<file path="config.mk">
export PLATFORM = sky130hd
export DESIGN_NAME = bhp_rsp_fifo
export DESIGN_NICKNAME = d
export VERILOG_FILES = /design/src/rtl/bhp_pkg.sv /design/src/rtl/bhp_rsp_fifo.sv
export SDC_FILE = /design/constraint.sdc
export NUM_CORES = 1
export LEC_CHECK = 0
export BUFFER_PORTS_ARGS = -buffer_cell sky130_fd_sc_hd__buf_2
export CAP_MARGIN = 0
export CORE_AREA = 2 2 39 41
export CTS_BUF_LIST = sky130_fd_sc_hd__clkbuf_4 sky130_fd_sc_hd__clkbuf_8 sky130_fd_sc_hd__clkbuf_16
export DETAILED_ROUTE_END_ITERATION = 6
export DIE_AREA = 0 0 41 43
export PLACE_DENSITY = 0.71
export SYNTH_ARGS = -nofsm -noshare
export SYNTH_HDL_FRONTEND = slang
export SYNTH_SLANG_ARGS = --single-unit
</file>
<file path="constraint.sdc">
create_clock -name clock -period 1.93 [get_ports clock]
set_input_delay 0.386 -clock clock [delete_from_list [all_inputs] [get_ports clock]]
set_output_delay 0.386 -clock clock [all_outputs]
set_load 0.005 [all_outputs]
</file>
<file path="src/rtl/bhp_pkg.sv">
// ----------------------------------------------------------------------------
// bhp_pkg
// shared types, constants and helper functions of the hybrid branch predictor
// ----------------------------------------------------------------------------
`default_nettype none

package bhp_pkg;

   localparam int PC_W        = 32;
   localparam int CFG_W       = 4;
   localparam int CSR_INDEX_W = 4;
   localparam int FIFO_DEPTH  = 3;

   localparam logic [CFG_W-1:0] CHOOSER_BITS_RESET = 4'd8;
   localparam logic [CFG_W-1:0] GSHARE_BITS_RESET  = 4'd10;
   localparam logic [CFG_W-1:0] HISTORY_BITS_RESET = 4'd6;
   localparam logic [CFG_W-1:0] BIMODAL_BITS_RESET = 4'd10;

   localparam logic [1:0] CTR_MAX           = 2'd3;
   localparam logic [1:0] CTR_MIN           = 2'd0;
   localparam logic [1:0] CHOOSER_CTR_RESET = 2'd1;
   localparam logic [1:0] GSHARE_CTR_RESET  = 2'd2;
   localparam logic [1:0] BIMODAL_CTR_RESET = 2'd2;

   typedef enum logic [CSR_INDEX_W-1:0] {
      CSR_CHOOSER_BITS = 4'd0,
      CSR_GSHARE_BITS  = 4'd1,
      CSR_HISTORY_BITS = 4'd2,
      CSR_BIMODAL_BITS = 4'd3
   } bhp_csr_index_type;

   typedef struct packed {
      logic predicted_taken;
      logic mispredicted;
      logic used_gshare;
   } bhp_rsp_type;

   typedef struct packed {
      logic [1:0] count;
      logic       full;
      logic       empty;
   } bhp_fifo_stat_type;

   // 2-bit saturating counter step
   function automatic logic [1:0] train(input logic [1:0] ctr, input logic up);
      if (up) begin
         return (ctr == CTR_MAX) ? CTR_MAX : ctr + 2'd1;
      end
      return (ctr == CTR_MIN) ? CTR_MIN : ctr - 2'd1;
   endfunction

endpackage

`default_nettype wire

</file>
<file path="src/rtl/bhp_rsp_fifo.sv">
// ----------------------------------------------------------------------------
// bhp_rsp_fifo
// small result queue between the update stage and the response channel
// ----------------------------------------------------------------------------
`default_nettype none

module bhp_rsp_fifo (
   input  wire logic                       clock,
   input  wire logic                       reset,
   input  wire logic                       push,
   input  wire bhp_pkg::bhp_rsp_type       push_data,
   input  wire logic                       pop,
   output bhp_pkg::bhp_rsp_type            pop_data,
   output bhp_pkg::bhp_fifo_stat_type      stat
);

   bhp_pkg::bhp_rsp_type entries_ff [bhp_pkg::FIFO_DEPTH];
   logic [1:0] wr_ptr_ff;
   logic [1:0] rd_ptr_ff;
   logic [1:0] count_ff;
   logic [1:0] wr_ptr_in;
   logic [1:0] rd_ptr_in;
   logic [1:0] count_in;

   function automatic logic [1:0] next_ptr(input logic [1:0] ptr);
      return (ptr == 2'(bhp_pkg::FIFO_DEPTH - 1)) ? 2'd0 : ptr + 2'd1;
   endfunction

   always_comb begin
      wr_ptr_in = push ? next_ptr(wr_ptr_ff) : wr_ptr_ff;
      rd_ptr_in = pop ? next_ptr(rd_ptr_ff) : rd_ptr_ff;
      count_in  = count_ff + 2'(push) - 2'(pop);
   end

   always_ff @(posedge clock) begin
      if (reset) begin
         wr_ptr_ff <= 2'd0;
         rd_ptr_ff <= 2'd0;
         count_ff  <= 2'd0;
      end else begin
         wr_ptr_ff <= wr_ptr_in;
         rd_ptr_ff <= rd_ptr_in;
         count_ff  <= count_in;
      end
   end

   always_ff @(posedge clock) begin
      if (push) begin
         entries_ff[wr_ptr_ff] <= push_data;
      end
   end

   assign pop_data   = entries_ff[rd_ptr_ff];
   assign stat.count = count_ff;
   assign stat.full  = (count_ff == 2'(bhp_pkg::FIFO_DEPTH));
   assign stat.empty = (count_ff == 2'd0);

endmodule

`default_nettype wire

</file>
==> results.json <==
{
  "fin_skew_ns": 0.00642,
  "utilization_pct": 56.0,
  "critPathMaxStageDelay_ns": 0.42,
  "track_usage_pct": 12.6,
  "critPathTopFamily": "flip-flops",
  "clk_pin_slew_ns": 0.10,
  "critical_path.cell_chain": "mux2i_1 > o21ai_0 > buf_2",
  "period_minus_slack_ns": 1.50,
  "min-delay-start": "push_data[0]",
  "pre_cts_ws_ns": 0.594,
  "cts_root_buffer": "clkbuf_4",
  "hold_class": "in -> reg",
  "cts_tree": "built",
  "post-cts-setup-buffers": 0,
  "vias": 398,
  "synth-seq-cells": 17,
  "min_period_over_period_pct": 77.8,
  "finalMaxSlewViolations": 0,
  "synth.avg_cell_area_um2": 13.2,
  "clock_sinks": 17,
  "antenna_found_initial": 0,
  "placed_cell_area_um2": 744,
  "ir_drop_uv": 490,
  "place_inst": 79,
  "grt-ovfl-total": 0,
  "wl_per_cell_um": 10.6,
  "grt_pass1_vias": 345,
  "die_w_um": 41,
  "fmax_mhz": 666,
  "end_kind": "primary output",
  "worst_slack_ns": 0.429,
  "syn_inst": 50,
  "reg2regPathDepth": 5,
  "worstMarginPinSlew_ns": 0.345,
  "cp_max_fo": 3,
  "areaGrowthSynthToFinish_pct": 17.5,
  "ioPinCount": 14,
  "setup_viol": 0,
  "cp_num_cells": 3,
  "finalInstanceArea_um2": 774,
  "drtIter0Drc": 3,
  "port_buffers": 13,
  "status": "finished clean",
  "max_cap_violations": 0,
  "r2r_setup_slack_ns": 0.72,
  "finalWirelength_um": 876,
  "setup_tns_ns": 0,
  "drc": 0,
  "coreArea_mm2": 0.00138,
  "cts-resized-gates": 0,
  "max_slew_margin_pct": 76.9,
  "instances_no_fill": 83,
  "crit_slowest_cell": "dfxtp_1",
  "numCtsBuffers": 3,
  "crit_arrival_ns": 1.11,
  "rsz0062_at_grt": "false",
  "netlist_top_cells_area": "edfxtp_1, dfxtp_1, mux2i_1",
  "vias_per_cell": 4.80,
  "ys_warn_count": 0,
  "die_y_um": 43,
  "holdBufCountCts": 0,
  "start_kind": "flip-flop",
  "yosysTopAreaCell": "edfxtp_1",
  "gp_congestion": 0.724,
  "antenna_left": 0,
  "r2r-end": "count_ff[0]",
  "worstPathBufferInverterCount": 1,
  "syn_area_um2": 659,
  "drive_gt1_share_pct": 26.9,
  "reg2reg_from": "count_ff[0]",
  "required_ns": 1.54,
  "yosysUniqueCellTypes": 17,
  "power.density_mw_per_mm2": 923,
  "clk_latency_ns": 0.29,
  "die_area_mm2": 0.00176,
  "cts_buffer_depth": 2,
  "grt_start_max_net_pins": 12,
  "critPathCapture": "pop_data[1]",
  "detail_route.first_pass.iterations": 2,
  "nets": 77,
  "seq_area_frac_synth_pct": 65.3,
  "critical_path_class": "reg -> out",
  "finalHoldViolations": 0,
  "num_antenna_cells": 0,
  "grt_pass1_wl_um": 1360,
  "synth_top_area_share_pct": 41.0,
  "initial_utilization_pct": 47.6,
  "p_leak_nw": 0.322,
  "rows": 14,
  "htreeDepth": 1,
  "synthesis.nets": 59
}
==> cells by family after synthesis <==
logic type / Yosys count / synth area share [%]
AO/OA/AOI/OAI: 7 / 6.07
buffers and inverters: 3 / 1.71
flip-flops: 17 / 65.3
multiplexers: 3 / 4.55
AND/OR/NAND/NOR: 17 / 15.2
adder cells (fa/ha/maj): 2 / 3.79
XOR/XNOR: 1 / 3.42
==> area by class of cell <==
type	instances	area, um^2
Clock buffer	3	22.5
Clock inverter	1	7.51
Fill cell	132	609
Inverter	3	11.3
Multi-Input combinational cell	30	218
Sequential cell	17	430
Tap cell	16	20.0
Timing Repair Buffer	13	65.1
==> report_power, final <==
part           switching, mW  total, mW  internal [mW]
registers             0.0193      0.426          0.407
logic                 0.0400      0.102         0.0621
clock network          0.108      0.187         0.0788
total                  0.167      0.715          0.548
==> cells in the mapped netlist <==
| library cell | n |
|---|---|
| and2_1 | 1 |
| o21ai_0 | 3 |
| or3b_1 | 1 |
| nand2_1 | 4 |
| nor2_1 | 3 |
| dfxtp_1 | 8 |
| inv_1 | 3 |
| ha_1 | 2 |
| o21ba_1 | 1 |
| nor2b_1 | 2 |
| edfxtp_1 | 9 |
| nand3b_1 | 2 |
| nor3b_2 | 1 |
| nand2b_1 | 3 |
| xnor3_1 | 1 |
| mux2i_1 | 3 |
| a21oi_1 | 3 |
==> cell usage in the layout, fill, tap and decap left out <==
cell and instances:
and2_1 1, inv_1 3, nand3b_1 2, o21ba_1 1, buf_2 13, clkinvlp_4 1
mux2i_1 3, xnor3_1 1, nor2_1 3, edfxtp_1 9, dfxtp_1 8, nor3b_2 1
ha_1 2, or3b_1 1, nand2b_1 3, o21ai_0 3, nor2b_1 2, nand2_1 4
a21oi_1 3, clkbuf_4 3
==> metal layers <==
metal / wire [um] / global-route usage (%) / vias up / part of all wire (%)
met2: 457 / 20.0 / 10 / 52
met1: 365 / 12.1 / 177 / 42
met5: 0 / 0 / - / 0
met4: 8 / 8.00 / 0 / 0.91
li1: - / - / 209 / -
met3: 45 / 6.28 / 2 / 5.1
==> through the flow <==
| step | power (mW) | hold WS (ns) |
|---|---|---|
| after floorplan | 0.494 | 0.455 |
| after global placement | 0.536 | 0.491 |
| after detailed placement | 0.539 | 0.495 |
| after CTS | 0.725 | 0.288 |
| after global routing | 0.757 | 0.272 |
| final | 0.715 | 0.297 |
==> worst min path at each step <==
stage                     cells after the start  slack (ns)               end
after detailed placement                      2        0.49      rd_ptr_ff[0]
after CTS                                     1        0.29  entries_ff[0][0]
after floorplan                               1        0.46      wr_ptr_ff[1]
after global placement                        2        0.49      rd_ptr_ff[0]
final                                         1        0.30  entries_ff[0][0]
after global routing                          1        0.27  entries_ff[2][2]
No activity file was read; power rests on OpenSTA's default activity.
